--- src/hw/rtl/voxel_surface_cull_defines.svh ---
// Assertion macros used by the voxel surface cull back end.
`ifndef VOXEL_SURFACE_CULL_DEFINES_SVH
`define VOXEL_SURFACE_CULL_DEFINES_SVH

// Same-cycle implication, sampled on clk, off while rst_n is low.
`define VSC_ASSERT_IMP(lbl, ante, cons, msg) \
  lbl: assert property (@(posedge clk) disable iff (!rst_n) (ante) |-> (cons)) \
    else $error(msg);

// Next-cycle implication, sampled on clk, off while rst_n is low.
`define VSC_ASSERT_NXT(lbl, ante, cons, msg) \
  lbl: assert property (@(posedge clk) disable iff (!rst_n) (ante) |=> (cons)) \
    else $error(msg);

`endif

--- src/hw/rtl/vsc_pkg.sv ---
// Shared types and constants for the voxel surface cull block.
package vsc_pkg;

  // item kinds carried on in_tuser
  localparam logic ACT_WRITE = 1'b0;
  localparam logic ACT_TEST  = 1'b1;

  // configuration register indexes
  localparam int CFG_AW = 2;
  localparam int CFG_DW = 21;
  localparam logic [CFG_AW-1:0] CFG_CHUNK_X = 2'd0;
  localparam logic [CFG_AW-1:0] CFG_CHUNK_Y = 2'd1;
  localparam logic [CFG_AW-1:0] CFG_CHUNK_Z = 2'd2;

  localparam int LW = 5;   // local coordinate width
  localparam int TW = 8;   // texture id width
  localparam int WW = 26;  // world coordinate width

  localparam int IN_DW  = 24;
  localparam int OUT_DW = 88;

  // queue geometry
  localparam int QDEPTH = 2;
  localparam int QPW    = 1;
  localparam int QCW    = 2;

  typedef struct packed {
    logic                 action;
    logic [LW-1:0]        lx;
    logic [LW-1:0]        ly;
    logic [LW-1:0]        lz;
    logic                 vact;
    logic [TW-1:0]        vtex;
    logic                 in_chunk;
    logic                 x_lo;
    logic                 x_hi;
    logic                 y_lo;
    logic                 y_hi;
    logic                 z_lo;
    logic                 z_hi;
    logic signed [WW-1:0] wx;
    logic signed [WW-1:0] wy;
    logic signed [WW-1:0] wz;
  } vsc_item_t;

  // visible sits in the lowest bit
  typedef struct packed {
    logic [TW-1:0]        texture_out;
    logic signed [WW-1:0] world_z;
    logic signed [WW-1:0] world_y;
    logic signed [WW-1:0] world_x;
    logic                 visible;
  } vsc_res_t;

  localparam int RES_W = $bits(vsc_res_t);
  localparam int PADW  = OUT_DW - RES_W;

endpackage

--- src/hw/rtl/vsc_queue.sv ---
// Two-entry FIFO that decouples neighboring stages.
module vsc_queue import vsc_pkg::*; #(
  parameter int W = 8
) (
  input  logic           clk,
  input  logic           rst_n,
  input  logic           push,
  input  logic [W-1:0]   din,
  input  logic           pop,
  output logic [W-1:0]   dout,
  output logic [QCW-1:0] count,
  output logic           full,
  output logic           empty
);

  logic [W-1:0]   slot_r [QDEPTH];
  logic [QPW-1:0] wp_r;
  logic [QPW-1:0] rp_r;
  logic [QCW-1:0] cnt_r;
  logic           do_push;
  logic           do_pop;

  assign empty   = (cnt_r == '0);
  assign full    = (cnt_r == QCW'(QDEPTH));
  assign do_pop  = pop & ~empty;
  assign do_push = push & ~full;
  assign dout    = slot_r[rp_r];
  assign count   = cnt_r;

  always_ff @(posedge clk) begin
    if (!rst_n) begin
      wp_r  <= '0;
      rp_r  <= '0;
      cnt_r <= '0;
    end else begin
      if (do_push) begin
        wp_r <= wp_r + 1'b1;
      end
      if (do_pop) begin
        rp_r <= rp_r + 1'b1;
      end
      cnt_r <= cnt_r + QCW'(do_push) - QCW'(do_pop);
    end
  end

  always_ff @(posedge clk) begin
    if (do_push) begin
      slot_r[wp_r] <= din;
    end
  end

endmodule

--- config.mk ---
export PLATFORM = sky130hd
export DESIGN_NAME = vsc_queue
export DESIGN_NICKNAME = d
export VERILOG_FILES = /design/src/hw/rtl/voxel_surface_cull_defines.svh /design/src/hw/rtl/vsc_pkg.sv /design/src/hw/rtl/vsc_queue.sv
export SDC_FILE = /design/constraint.sdc
export NUM_CORES = 1
export LEC_CHECK = 0
export BUFFER_PORTS_ARGS = -buffer_cell sky130_fd_sc_hd__buf_2
export CAP_MARGIN = 20
export CORE_ASPECT_RATIO = 1.1
export CORE_UTILIZATION = 34
export CTS_BUF_LIST = sky130_fd_sc_hd__clkbuf_8
export DETAILED_ROUTE_END_ITERATION = 6
export SLEW_MARGIN = 40
export SYNTH_ARGS = -nofsm -noshare
export SYNTH_HDL_FRONTEND = slang
export SYNTH_SLANG_ARGS = --single-unit
--- constraint.sdc ---
create_clock -name clk -period 2.8 [get_ports clk]
set_input_delay 0.28 -clock clk [delete_from_list [all_inputs] [get_ports clk]]
set_output_delay 0.28 -clock clk [all_outputs]
set_load 0.03 [all_outputs]
==> results.py <==
metrics = {
    "outcome": {
        "outcome": "completed",
    },
    "floorplan": {
        "start_util_pct": 36.1,
        "design.die.area_sq_um": 2590,
        "die_y_microns": 53.3,
        "die_w_microns": 48.6,
        "io_pins": 24,
        "coreArea_sq_um": 2250,
        "num_rows": 18,
    },
    "setup_path": {
        "r2r_slack_ns": 1.10,
        "reg2reg_from": "count[0]",
        "r2r.worst_path.cells": 8,
        "endpoint_kind": "flip-flop",
        "worstSetupStartpoint": "count[0]",
        "crit_path_end": "count[1]",
        "crit_arrival_ns": 1.88,
        "cp-start-kind": "flip-flop",
        "worstSetupPathType": "flip-flop to flip-flop",
        "worstPathRequired_ns": 2.97,
        "cp_max_fo": 5,
        "r2r_end": "count[1]",
    },
    "drt": {
        "via_per_inst": 4.28,
        "drt_wl_total_mm": 1.19,
        "wl_per_cell_microns": 11.1,
        "first_pass_iters": 3,
        "drc": 0,
        "num_vias": 462,
        "postRouteAntennaNets": 0,
        "drt_iter0_markers": 5,
    },
    "placed_design": {
        "dp_hpwl_microns": 882,
        "io_buffer_count": 23,
        "place.gp.congestion": 0.603,
    },
    "sta": {
        "maxSlewViolCount": 0,
        "rsz0062_at_grt": "no",
        "worst_pin_slew_ns": 0.687,
        "setup_viol": 0,
        "hold_violations": 0,
        "clock_skew_ns": 0.00191,
        "holdWs_ns": 0.212,
        "period_needed_ns": 1.70,
        "setup_tns_ns": 0,
        "final.period_utilization_pct": 60.9,
        "timing.fmax_ghz": 0.587,
        "relSlewSlack_pct": 54.1,
    },
    "global_route": {
        "gr-total-overflow": 0,
        "grt_pass1_vias": 468,
        "grt_max_degree": 13,
        "grt_usage_pct": 11.0,
        "antenna_found_initial": 0,
        "grt_pass1_wl_mm": 2.06,
    },
    "power_and_ir_drop": {
        "ir_drop_v": 0.000542,
        "power.leakage_nw": 0.426,
        "power_density_nw_per_um2": 1020,
    },
    "clock_network": {
        "clk_latency_ns": 0.25,
        "cts_tree": "yes",
        "clock_path_buffers": 2,
        "cts.sinks": 21,
        "hold_buffers": 0,
        "postCtsSetupRepairBufs": 0,
        "ctsResizeCount": 0,
        "clockRootBuffer": "clkbuf_8",
        "htreeDepth": 1,
        "clkTransAtPathRegs_ns": 0.07,
        "numCtsBuffers": 3,
    },
    "layout": {
        "fillers": 228,
        "area_growth_pct": 23.9,
        "drive_gt1_share_pct": 47.4,
        "mostFrequentLayoutCell": "buf_2",
        "antenna_cells": 0,
        "num-nets-final": 93,
        "final_cell_mix": "23 x buf_2, 16 x edfxtp_1, 8 x mux2_2",
    },
    "synthesis": {
        "avgSynthCellArea_sq_um": 15.6,
        "ys_types": 17,
        "synth_area_sq_um": 812,
        "yosys_warnings": 0,
        "synthCells": 52,
        "synth_nets": 66,
        "ys_ff_latch": 21,
        "seq_area_frac_synth_pct": 71.5,
    },
    "worst_hold_path": {
        "worstHoldPathType": "input pin to flip-flop",
        "holdPathStages": 1,
    },
    "job": {
        "maxCapViolCount": 0,
    },
}
Yosys cell counts:
library cell	number	area [sq um]
dfxtp_1	5	100
nor3_1	1	5.00
and3_1	1	6.26
edfxtp_1	16	480
o21a_2	1	8.76
nand2b_1	2	12.5
and2_2	1	7.51
ha_1	2	25.0
and2_1	1	6.26
mux2_2	8	90.1
nor2_1	5	18.8
xor2_1	1	8.76
nand2_1	2	7.51
mux2i_1	1	10.0
inv_1	3	11.3
xnor2_1	1	8.76
buf_2	1	5.00
flip-flops by register name (all words and copies together), names as in the netlist, named ones only:
signal,count
rp_r,1
wp_r,1
slot_r,16
count,2
critical path, stage by stage, from the launching register on:
cell and delay (ns):
dfxtp_1 0.39, nand2b_1 0.16, nand2_1 0.11, ha_1 0.28, inv_1 0.04, ha_1 0.18
xor2_1 0.15, and2_2 0.19, nor3_1 0.13
kinds of logic after synthesis:
| group | count (synthesis) | synth area share, % |
|---|---|---|
| adders and majority gates | 2 | 3.08 |
| AOI/OAI and AO/OA | 1 | 1.08 |
| xor gates and xnor gates | 2 | 2.16 |
| buffers and inverters | 4 | 2.00 |
| and+or+nand+nor | 13 | 7.86 |
| muxes | 9 | 12.3 |
| DFF | 21 | 71.5 |
routing by layer:
metal	vias to the layer above	part of all wire, %	track usage (%)	routed length, microns
met5	-	0	0	0
met4	0	0.75	8.82	9
met3	2	6.5	2.30	78
met2	19	49	17.8	581
met1	207	44	12.9	524
li1	234	-	-	-
report_power, final:
| group | internal [mW] | switching [mW] | total [mW] | leakage (nW) |
|---|---|---|---|---|
| Clock | 0.0987 | 0.0891 | 0.188 | 0.0255 |
| Sequential | 0.408 | 0.0456 | 0.453 | 0.191 |
| Combinational | 0.141 | 0.242 | 0.383 | 0.210 |
cell type report:
type                       count  area (sq um)  area share, %
clock buffer                   3          41.3           4.10
clock inverter                 1          5.00          0.498
inverter                       3          11.3           1.12
multi-input combinational     27           215           21.4
sequential                    21           581           57.7
tap                           30          37.5           3.73
timing repair buffer          23           115           11.4
how the worst min path moves through the flow:
stage | end | from
after global routing | slot_r[0][3] | din[3]
final | slot_r[0][3] | din[3]
after global placement | wp_r | wp_r
after detailed placement | slot_r[0][3] | din[3]
after CTS | slot_r[0][3] | din[3]
after floorplan | slot_r[0][0] | din[0]
through the flow:
| step | power, mW | utilization [%] | cells | cell area, sq um | setup WS [ns] |
|---|---|---|---|---|---|
| final | 1.02 | 44.7 | 108 | 1010 | 1.10 |
| after floorplan | 0.747 | - | 52 | 812 | 1.01 |
| after global placement | 0.839 | 42.6 | 104 | 960 | 1.17 |
| after CTS | 1.04 | 44.7 | 108 | 1010 | 1.07 |
| after global routing | 1.09 | 44.7 | 108 | 1010 | 0.965 |
| after detailed placement | 0.850 | 42.6 | 104 | 960 | 1.11 |
Power figures use the tool's default switching activity.
