$ cat src/hw/rtl/voxel_surface_cull_defines.svh
// Assertion macros used by the voxel surface cull back end.
`ifndef VOXEL_SURFACE_CULL_DEFINES_SVH
`define VOXEL_SURFACE_CULL_DEFINES_SVH

// Same-cycle implication, sampled on clk, off while rst_n is low.
`define VSC_ASSERT_IMP(lbl, ante, cons, msg) \
  lbl: assert property (@(posedge clk) disable iff (!rst_n) (ante) |-> (cons)) \
    else $error(msg);

// Next-cycle implication, sampled on clk, off while rst_n is low.
`define VSC_ASSERT_NXT(lbl, ante, cons, msg) \
  lbl: assert property (@(posedge clk) disable iff (!rst_n) (ante) |=> (cons)) \
    else $error(msg);

`endif

$ cat src/hw/rtl/vsc_pkg.sv
// Shared types and constants for the voxel surface cull block.
package vsc_pkg;

  // item kinds carried on in_tuser
  localparam logic ACT_WRITE = 1'b0;
  localparam logic ACT_TEST  = 1'b1;

  // configuration register indexes
  localparam int CFG_AW = 2;
  localparam int CFG_DW = 21;
  localparam logic [CFG_AW-1:0] CFG_CHUNK_X = 2'd0;
  localparam logic [CFG_AW-1:0] CFG_CHUNK_Y = 2'd1;
  localparam logic [CFG_AW-1:0] CFG_CHUNK_Z = 2'd2;

  localparam int LW = 5;   // local coordinate width
  localparam int TW = 8;   // texture id width
  localparam int WW = 26;  // world coordinate width

  localparam int IN_DW  = 24;
  localparam int OUT_DW = 88;

  // queue geometry
  localparam int QDEPTH = 2;
  localparam int QPW    = 1;
  localparam int QCW    = 2;

  typedef struct packed {
    logic                 action;
    logic [LW-1:0]        lx;
    logic [LW-1:0]        ly;
    logic [LW-1:0]        lz;
    logic                 vact;
    logic [TW-1:0]        vtex;
    logic                 in_chunk;
    logic                 x_lo;
    logic                 x_hi;
    logic                 y_lo;
    logic                 y_hi;
    logic                 z_lo;
    logic                 z_hi;
    logic signed [WW-1:0] wx;
    logic signed [WW-1:0] wy;
    logic signed [WW-1:0] wz;
  } vsc_item_t;

  // visible sits in the lowest bit
  typedef struct packed {
    logic [TW-1:0]        texture_out;
    logic signed [WW-1:0] world_z;
    logic signed [WW-1:0] world_y;
    logic signed [WW-1:0] world_x;
    logic                 visible;
  } vsc_res_t;

  localparam int RES_W = $bits(vsc_res_t);
  localparam int PADW  = OUT_DW - RES_W;

endpackage

$ cat src/hw/rtl/vsc_front.sv
// Front end: takes requests, holds chunk position, classifies coordinates.
module vsc_front import vsc_pkg::*; #(
  parameter int CHUNK_EDGE = 32
) (
  input  logic              clk,
  input  logic              rst_n,
  input  logic              cfg_we,
  input  logic [CFG_AW-1:0] cfg_addr,
  input  logic [CFG_DW-1:0] cfg_wdata,
  input  logic              in_tvalid,
  output logic              in_tready,
  input  logic [IN_DW-1:0]  in_tdata,
  input  logic              in_tuser,
  input  logic              q_full,
  input  logic              clr_busy,
  output logic              push,
  output vsc_item_t         item
);

  localparam logic [6:0]        EDGE_LIM = 7'(CHUNK_EDGE);
  localparam logic [6:0]        EDGE_TOP = 7'(CHUNK_EDGE - 1);
  localparam logic signed [7:0] EDGE_S   = 8'(CHUNK_EDGE);

  logic signed [CFG_DW-1:0] chunk_x_r;
  logic signed [CFG_DW-1:0] chunk_y_r;
  logic signed [CFG_DW-1:0] chunk_z_r;
  logic [LW-1:0]            lx;
  logic [LW-1:0]            ly;
  logic [LW-1:0]            lz;
  logic [6:0]               ex;
  logic [6:0]               ey;
  logic [6:0]               ez;

  function automatic logic signed [WW-1:0] world_of(input logic signed [CFG_DW-1:0] c,
                                                     input logic [LW-1:0] l);
    logic signed [28:0] p;
    p = c * EDGE_S;
    return WW'(p + 29'(l));
  endfunction

  assign lx = in_tdata[4:0];
  assign ly = in_tdata[9:5];
  assign lz = in_tdata[14:10];
  assign ex = 7'(lx);
  assign ey = 7'(ly);
  assign ez = 7'(lz);

  // hold off while the store sweep runs or the queue has no room
  assign in_tready = ~clr_busy & ~q_full;
  assign push      = in_tvalid & in_tready;

  always_comb begin
    item          = '0;
    item.action   = in_tuser;
    item.lx       = lx;
    item.ly       = ly;
    item.lz       = lz;
    item.vact     = in_tdata[15];
    item.vtex     = in_tdata[23:16];
    item.in_chunk = (ex < EDGE_LIM) && (ey < EDGE_LIM) && (ez < EDGE_LIM);
    item.x_lo     = (lx == '0);
    item.x_hi     = (ex >= EDGE_TOP);
    item.y_lo     = (ly == '0);
    item.y_hi     = (ey >= EDGE_TOP);
    item.z_lo     = (lz == '0);
    item.z_hi     = (ez >= EDGE_TOP);
    item.wx       = world_of(chunk_x_r, lx);
    item.wy       = world_of(chunk_y_r, ly);
    item.wz       = world_of(chunk_z_r, lz);
  end

  always_ff @(posedge clk) begin
    if (!rst_n) begin
      chunk_x_r <= '0;
      chunk_y_r <= '0;
      chunk_z_r <= '0;
    end else if (cfg_we) begin
      case (cfg_addr)
        CFG_CHUNK_X: chunk_x_r <= cfg_wdata;
        CFG_CHUNK_Y: chunk_y_r <= cfg_wdata;
        CFG_CHUNK_Z: chunk_z_r <= cfg_wdata;
        default: ;
      endcase
    end
  end

endmodule

$ cat config.mk
export PLATFORM = sky130hd
export DESIGN_NAME = vsc_front
export DESIGN_NICKNAME = d
export VERILOG_FILES = /design/src/hw/rtl/voxel_surface_cull_defines.svh /design/src/hw/rtl/vsc_pkg.sv /design/src/hw/rtl/vsc_front.sv
export SDC_FILE = /design/constraint.sdc
export NUM_CORES = 1
export LEC_CHECK = 0
export BUFFER_PORTS_ARGS = -buffer_cell sky130_fd_sc_hd__clkbuf_2
export CAP_MARGIN = 20
export CORE_UTILIZATION = 25
export CTS_CLUSTER_SIZE = 12
export DETAILED_ROUTE_END_ITERATION = 12
export SETUP_SLACK_MARGIN = 0.3
export SLEW_MARGIN = 30
export SYNTH_ARGS = -nofsm -noshare
export SYNTH_HDL_FRONTEND = slang
export SYNTH_SLANG_ARGS = --single-unit
export TNS_END_PERCENT = 100
$ cat constraint.sdc
create_clock -name clk -period 2.2 [get_ports clk]
set_clock_uncertainty 0.2 [all_clocks]
set_input_delay 0.11 -clock clk [delete_from_list [all_inputs] [get_ports clk]]
set_output_delay 0.11 -clock clk [all_outputs]
set_load 0.01 [all_outputs]
==> impl_metrics.py, run 1 <==
metrics = {
    "status": {
        "status": "completed",
    },
    "drt": {
        "first_pass_iters": 4,
        "wl_per_cell_um": 12.5,
        "drt_iter0_drc": 55,
        "vias": 2304,
        "viasPerCell": 4.18,
        "drc": 0,
        "ant_nets": 0,
        "finalWirelength_mm": 6.91,
    },
    "clock_tree": {
        "cts.sinks": 63,
        "cts_buffer_depth": 2,
        "cts_tree": "yes",
        "holdBufCountCts": 21,
        "h-tree-depth": 3,
        "cts-root-buf": "clkbuf_8",
        "cts_made_buffers": 9,
        "cts_resized": 0,
        "postCtsSetupBuffers": 0,
        "worstSkewPairLatency_ns": 0.33,
    },
    "synthesis": {
        "synth.distinct_cells": 14,
        "syn_inst": 287,
        "syn_avg_cell_area_um2": 9.51,
        "syn-num-nets": 341,
        "synth_area_um2": 2730,
        "yosysWarnings": 0,
        "yosysSeqAreaShare": 0.462,
        "synth_seq_cells": 63,
    },
    "job": {
        "max-cap-violations": 0,
    },
    "placed_design": {
        "place_hpwl_mm": 4.76,
        "portBuffers": 144,
        "place_ws_ns": 0.849,
        "place_congestion": 0.647,
    },
    "floorplan": {
        "die_h_um": 106,
        "num_rows": 37,
        "fp.dieW_um": 106,
        "initial_core_util": 0.261,
        "io_pins": 166,
        "fp.dieArea_um2": 11300,
        "core-area_um2": 10500,
    },
    "sta": {
        "fmax_mhz": 767,
        "setup_viol": 0,
        "hold_viol_final": 0,
        "tns_ns": 0,
        "finalCritPeriodShare": 0.593,
        "period_needed_ns": 1.30,
        "setup_ws_ns": 0.896,
        "maxSlewViolCount": 0,
        "rsz0062_at_grt": "false",
    },
    "power_and_ir_drop": {
        "ir_worst_vdd_v": 0.000278,
        "powerDensity_nw_per_um2": 670,
        "p_leak_nw": 1.92,
    },
    "critical_path": {
        "start_kind": "primary input",
        "worstPathBufferInverterCount": 2,
        "crit_chain": "clkbuf_2 -> or4_1 -> nor2_1 -> clkbuf_2",
        "max_stage_delay_ns": 0.53,
        "crit_family": "simple AND/OR/NAND/NOR gates",
        "cp.arrival_ns": 0.99,
        "cp-end-kind": "output pin",
        "cp_max_fo": 4,
        "cp_data_required_time_ns": 1.89,
        "critPathSlowestCell": "or4_1",
        "criticalPathCategory": "primary input to output pin",
        "cp_common_cell": "clkbuf_2",
    },
    "layout": {
        "drive_gt1_frac": 0.395,
        "fillers": 1099,
        "area_growth_pct": 33.8,
        "diodes": 0,
        "final_nets": 465,
    },
    "grt": {
        "grt_pass1_wl_mm": 10.8,
        "grt.overflow.total": 0,
        "first_global_vias": 2249,
        "grt_antenna_before_repair": 0,
        "grt_max_degree": 85,
        "grt_usage": 0.123,
    },
    "min_path": {
        "hp-class": "primary input to output pin",
    },
}
final timing paths:
kind,from,endpoint,slack (ns),cells after the start
worst max-delay path,in_tdata[11],item[79],0.90,4
worst min register to register,chunk_x_r[6],chunk_x_r[6],0.26,2
worst min-delay path,in_tdata[17],item[86],0.02,0
worst max register to register,chunk_z_r[19],chunk_z_r[19],1.38,2
per-stage QoR:
step | cell area, µm² | instances | util | total power, mW | hold WS [ns]
final | 3650 | 551 | 0.349 | 2.45 | 0.0200
after global routing | 3650 | 551 | 0.349 | 2.59 | 0.0200
after CTS | 3650 | 551 | 0.349 | 2.51 | 0.0201
after detailed placement | 3260 | 515 | 0.312 | 1.52 | 0.0201
after global placement | 3260 | 515 | 0.312 | 1.51 | 0.0201
after floorplan | 2730 | 287 | - | 1.44 | 0.0675
synthesized netlist by cell type:
| library cell | instances | area [µm²] |
|---|---|---|
| clkbuf_1 | 2 | 7.51 |
| buf_6 | 2 | 22.5 |
| nand2_1 | 87 | 327 |
| nand3b_1 | 2 | 15.0 |
| nor2_1 | 7 | 26.3 |
| nor3b_4 | 1 | 18.8 |
| nand3_1 | 3 | 15.0 |
| buf_4 | 45 | 338 |
| and2_1 | 1 | 6.26 |
| or4_1 | 3 | 22.5 |
| dfxtp_1 | 63 | 1260 |
| mux2i_1 | 63 | 631 |
| buf_2 | 7 | 35.0 |
| conb_1 | 1 | 3.75 |
flip-flops by register name, summed over array words and instances (netlist names):
signal,flops
chunk_x_r,21
chunk_y_r,21
chunk_z_r,21
kinds of logic after synthesis:
family,share of synthesized area
simple gates,0.158
mux,0.231
flops,0.462
buf+inv,0.148
other cells,0.00137
cell type report:
class                      count  area, µm²  area share
sequential                    63       1260       0.345
clock inverter                 3       17.5     0.00480
tap                          136        170      0.0466
timing repair buffer         169        973       0.267
multi-input combinational    168       1060       0.292
clock buffer                  12        165      0.0452
routing by layer:
| layer | track usage | wire [µm] | up-vias |
|---|---|---|---|
| met1 | 0.127 | 2820 | 1040 |
| met5 | 0 | 0 | - |
| li1 | - | - | 1142 |
| met4 | 0.0499 | 124 | 0 |
| met2 | 0.224 | 3420 | 110 |
| met3 | 0.0460 | 538 | 12 |
cell usage in the layout (no fill, tap or decap):
| cell type | Yosys | layout |
|---|---|---|
| mux2i_1 | 63 | 63 |
| nand3_1 | 3 | 3 |
| buf_12 | 0 | 1 |
| dlygate4sd3_1 | 0 | 21 |
| dfxtp_1 | 63 | 63 |
| and2_1 | 1 | 1 |
| nor3b_4 | 1 | 1 |
| conb_1 | 1 | 1 |
| nor2_1 | 7 | 7 |
| clkbuf_8 | 0 | 12 |
| clkinv_2 | 0 | 2 |
| clkinvlp_4 | 0 | 1 |
| nand2_1 | 87 | 87 |
| buf_4 | 45 | 3 |
| clkbuf_2 | 0 | 144 |
| nand3b_1 | 2 | 2 |
| or4_1 | 3 | 3 |
where the power goes:
part / total (mW) / internal, mW / leakage (nW) / switching [mW]
clock: 0.927 / 0.491 / 0.0942 / 0.436
combinational: 0.318 / 0.147 / 1.31 / 0.171
sequential: 1.20 / 1.18 / 0.512 / 0.0217
total: 2.45 / 1.82 / 1.92 / 0.628
Power figures use the tool's default switching activity.
==> inputs of run 2 (changes only) <==
--- a/config.mk
+++ b/config.mk
@@ -5,6 +5,7 @@
 export SDC_FILE = /design/constraint.sdc
 export NUM_CORES = 1
 export LEC_CHECK = 0
+export ABC_AREA = 1
 export BUFFER_PORTS_ARGS = -buffer_cell sky130_fd_sc_hd__clkbuf_2
 export CAP_MARGIN = 20
 export CORE_UTILIZATION = 25
==> constraint.sdc (replaced) <==
create_clock -name clk -period 1.3 [get_ports clk]
set_clock_uncertainty 0.2 [all_clocks]
set_input_delay 0.065 -clock clk [delete_from_list [all_inputs] [get_ports clk]]
set_output_delay 0.065 -clock clk [all_outputs]
set_load 0.01 [all_outputs]
==> impl_metrics.py, run 2 <==
metrics = {
    "sta": {
        "maxSlewViolCount": 0,
        "hold_viol_final": 0,
        "fmax_mhz": 963,
        "rsz0062_at_grt": "true",
        "finalCritPeriodShare": 0.799,
        "setup_viol": 0,
        "hold_slack_ns": 0.00517,
        "period_needed_ns": 1.04,
        "tns_ns": 0,
    },
    "grt": {
        "grt.overflow.total": 0,
        "grt_antenna_before_repair": 0,
        "grt_max_degree": 64,
        "grt_usage": 0.132,
        "grt_pass1_wl_mm": 13.1,
        "first_global_vias": 2667,
    },
    "critical_path": {
        "crit_family": "flip-flops",
        "cp_data_required_time_ns": 1.03,
        "cp.arrival_ns": 0.77,
        "cp_max_fo": 2,
        "cp-end-kind": "output pin",
        "worstPathBufferInverterCount": 1,
        "crit_chain": "buf_8",
        "start_kind": "register",
        "worstRegToRegCells": 5,
        "reg2reg_to": "chunk_z_r[18]",
        "criticalPathCategory": "register to output pin",
        "max_stage_delay_ns": 0.34,
        "r2r_slack_ns": 0.37,
        "regToRegStartpoint": "chunk_z_r[18]",
        "critPathSlowestCell": "dfxtp_2",
        "critPathLaunch": "chunk_y_r[16]",
    },
    "synthesis": {
        "syn_avg_cell_area_um2": 6.60,
        "async_flop_share": 0,
        "synth.distinct_cells": 18,
        "synth_area_um2": 3100,
        "synth_top_cell_by_area": "dfxtp_1",
        "synth.most_common_cell": "nor2_1",
        "synth_top_area_share": 0.407,
        "yosysSeqAreaShare": 0.407,
        "synth_edf_count": 0,
        "synth_common_cells": "nor2_1 (114), nand2_1 (109), inv_1 (65)",
        "ys.flop_type": "dfxtp_1",
        "ys_top_cells_by_area": "dfxtp_1 (41%), nor2_1 (14%), nand2_1 (13%)",
        "syn-num-nets": 524,
        "yosysWarnings": 0,
        "syn_inst": 470,
        "synth_seq_cells": 63,
    },
    "clock_tree": {
        "clk_pin_slew_ns": 0.05,
        "cts_tree": "yes",
        "cts_buffer_depth": 2,
        "h-tree-depth": 3,
        "cts-root-buf": "clkbuf_16",
        "cts_made_buffers": 9,
        "cts.sinks": 63,
        "worstSkewPairLatency_ns": 0.32,
    },
    "drt": {
        "wl_per_cell_um": 11.4,
        "finalWirelength_mm": 8.80,
        "drt_iter0_drc": 173,
        "viasPerCell": 4.01,
        "first_pass_iters": 4,
        "drc": 0,
        "ant_nets": 0,
        "vias": 3094,
    },
    "placed_design": {
        "dp_cells": 723,
        "place_area_um2": 3680,
        "place_congestion": 0.713,
        "place_hpwl_mm": 5.82,
        "portBuffers": 144,
    },
    "floorplan": {
        "num_rows": 40,
        "die_h_um": 113,
        "fp.dieArea_um2": 12900,
        "fp.dieW_um": 113,
        "initial_core_util": 0.257,
        "io_pins": 166,
        "core-area_um2": 12100,
    },
    "min_path": {
        "min_from": "rst_n",
        "worstHoldEndpoint": "chunk_y_r[12]",
        "hp-class": "primary input to register",
        "whs_path_depth": 4,
    },
    "job": {
        "max-cap-violations": 0,
    },
    "layout": {
        "fillers": 1223,
        "layout_common_cells": "nor2_1 (114), nand2_1 (109), clkbuf_2 (64)",
        "top_regs": "chunk_x_r x21, chunk_y_r x21, chunk_z_r x21",
        "drive_gt1_frac": 0.407,
        "stdcell_count": 772,
        "area_growth_pct": 59.1,
        "final_nets": 656,
        "diodes": 0,
        "final_common_cell": "nor2_1",
        "stdcell_area_um2": 4930,
    },
    "power_and_ir_drop": {
        "powerDensity_nw_per_um2": 1080,
        "p_int_mw": 3.97,
        "p_sw_frac": 0.252,
        "p_clk_frac": 0.413,
        "pwr-share-comb": 0.185,
        "ir_worst_vdd_v": 0.000621,
        "p_leak_nw": 2.65,
        "power_mw": 5.31,
        "switchingPower_mw": 1.34,
        "p_seq_frac": 0.402,
    },
    "status": {
        "status": "completed",
    },
}
run 2: cell count changes after synthesis, sizes merged, moves of 7 or more:
cell,delta
a21oi,+21
buf,+7
inv,+67
mux2i,-63
nand2,+22
nand3,+21
nor2,+108
run 2: cell type report:
class | count | area (µm²) | share of cell area
multi-input combinational | 275 | 1140 | 0.232
clock inverter | 1 | 5.00 | 0.00101
clock buffer | 12 | 267 | 0.0540
sequential | 63 | 1340 | 0.272
timing repair buffer | 186 | 1720 | 0.348
tap | 168 | 210 | 0.0426
inverter | 67 | 251 | 0.0510
run 2: worst max path at each step:
stage	endpoint	slack (ns)	cells after the start
after floorplan	chunk_y_r[0]	0.34	5
after global placement	chunk_y_r[7]	0.23	6
after detailed placement	chunk_x_r[12]	0.22	6
after CTS	item[32]	0.22	1
after global routing	item[32]	0.22	1
final	item[47]	0.26	1
run 2: metal layers:
layer | vias up | part of all wire | wire length [µm] | GRT usage
met4 | 0 | 0.017 | 151 | 0.0500
met1 | 1359 | 0.47 | 4100 | 0.166
met3 | 10 | 0.048 | 422 | 0.0327
met2 | 119 | 0.47 | 4120 | 0.217
met5 | - | 0 | 0 | 0
li1 | 1606 | - | - | -
run 2: timing repair:
| action | 4_1_cts | 5_1_grt |
|---|---|---|
| setup endpoints to repair | 63 | 80 |
| hold buffers | 31 | 0 |
| resized for setup | 77 | 169 |
| hold endpoints to repair | 73 | 0 |
| setup buffers | 3 | 2 |
| pin swaps | 0 | 0 |
run 2: power by group through the flow:
stage               clock network [mW]  logic (mW)  registers [mW]
global placement                     0       0.721            2.13
finish                            2.19       0.983            2.14
CTS                               2.25       0.848            2.11
detailed placement                   0       0.723            2.13
global route                      2.34        1.09            2.15
floorplan                            0       0.442            2.17
run 2: kinds of logic (layout without fill, tap and decap cells):
kind of cell,Yosys count,in the layout,synth area share
other,1,1,0.00121
and+or+nand+nor,253,253,0.330
DFF,63,63,0.407
buffers and inverters,132,266,0.228
AOI/OAI and AO/OA,21,21,0.0339
run 2: stage by stage:
stage / worst slack [ns] / util
after floorplan: 0.343 / -
after global placement: 0.229 / 0.305
after detailed placement: 0.217 / 0.305
after CTS: 0.223 / 0.372
after global routing: 0.216 / 0.409
final: 0.262 / 0.409
run 2: worst reg2reg max path, stage by stage, from the launching register on:
cell and delay [ns]:
dfxtp_2 0.32, buf_4 0.12, inv_1 0.04, nand2_1 0.04
nand2_1 0.06, nor2_1 0.04
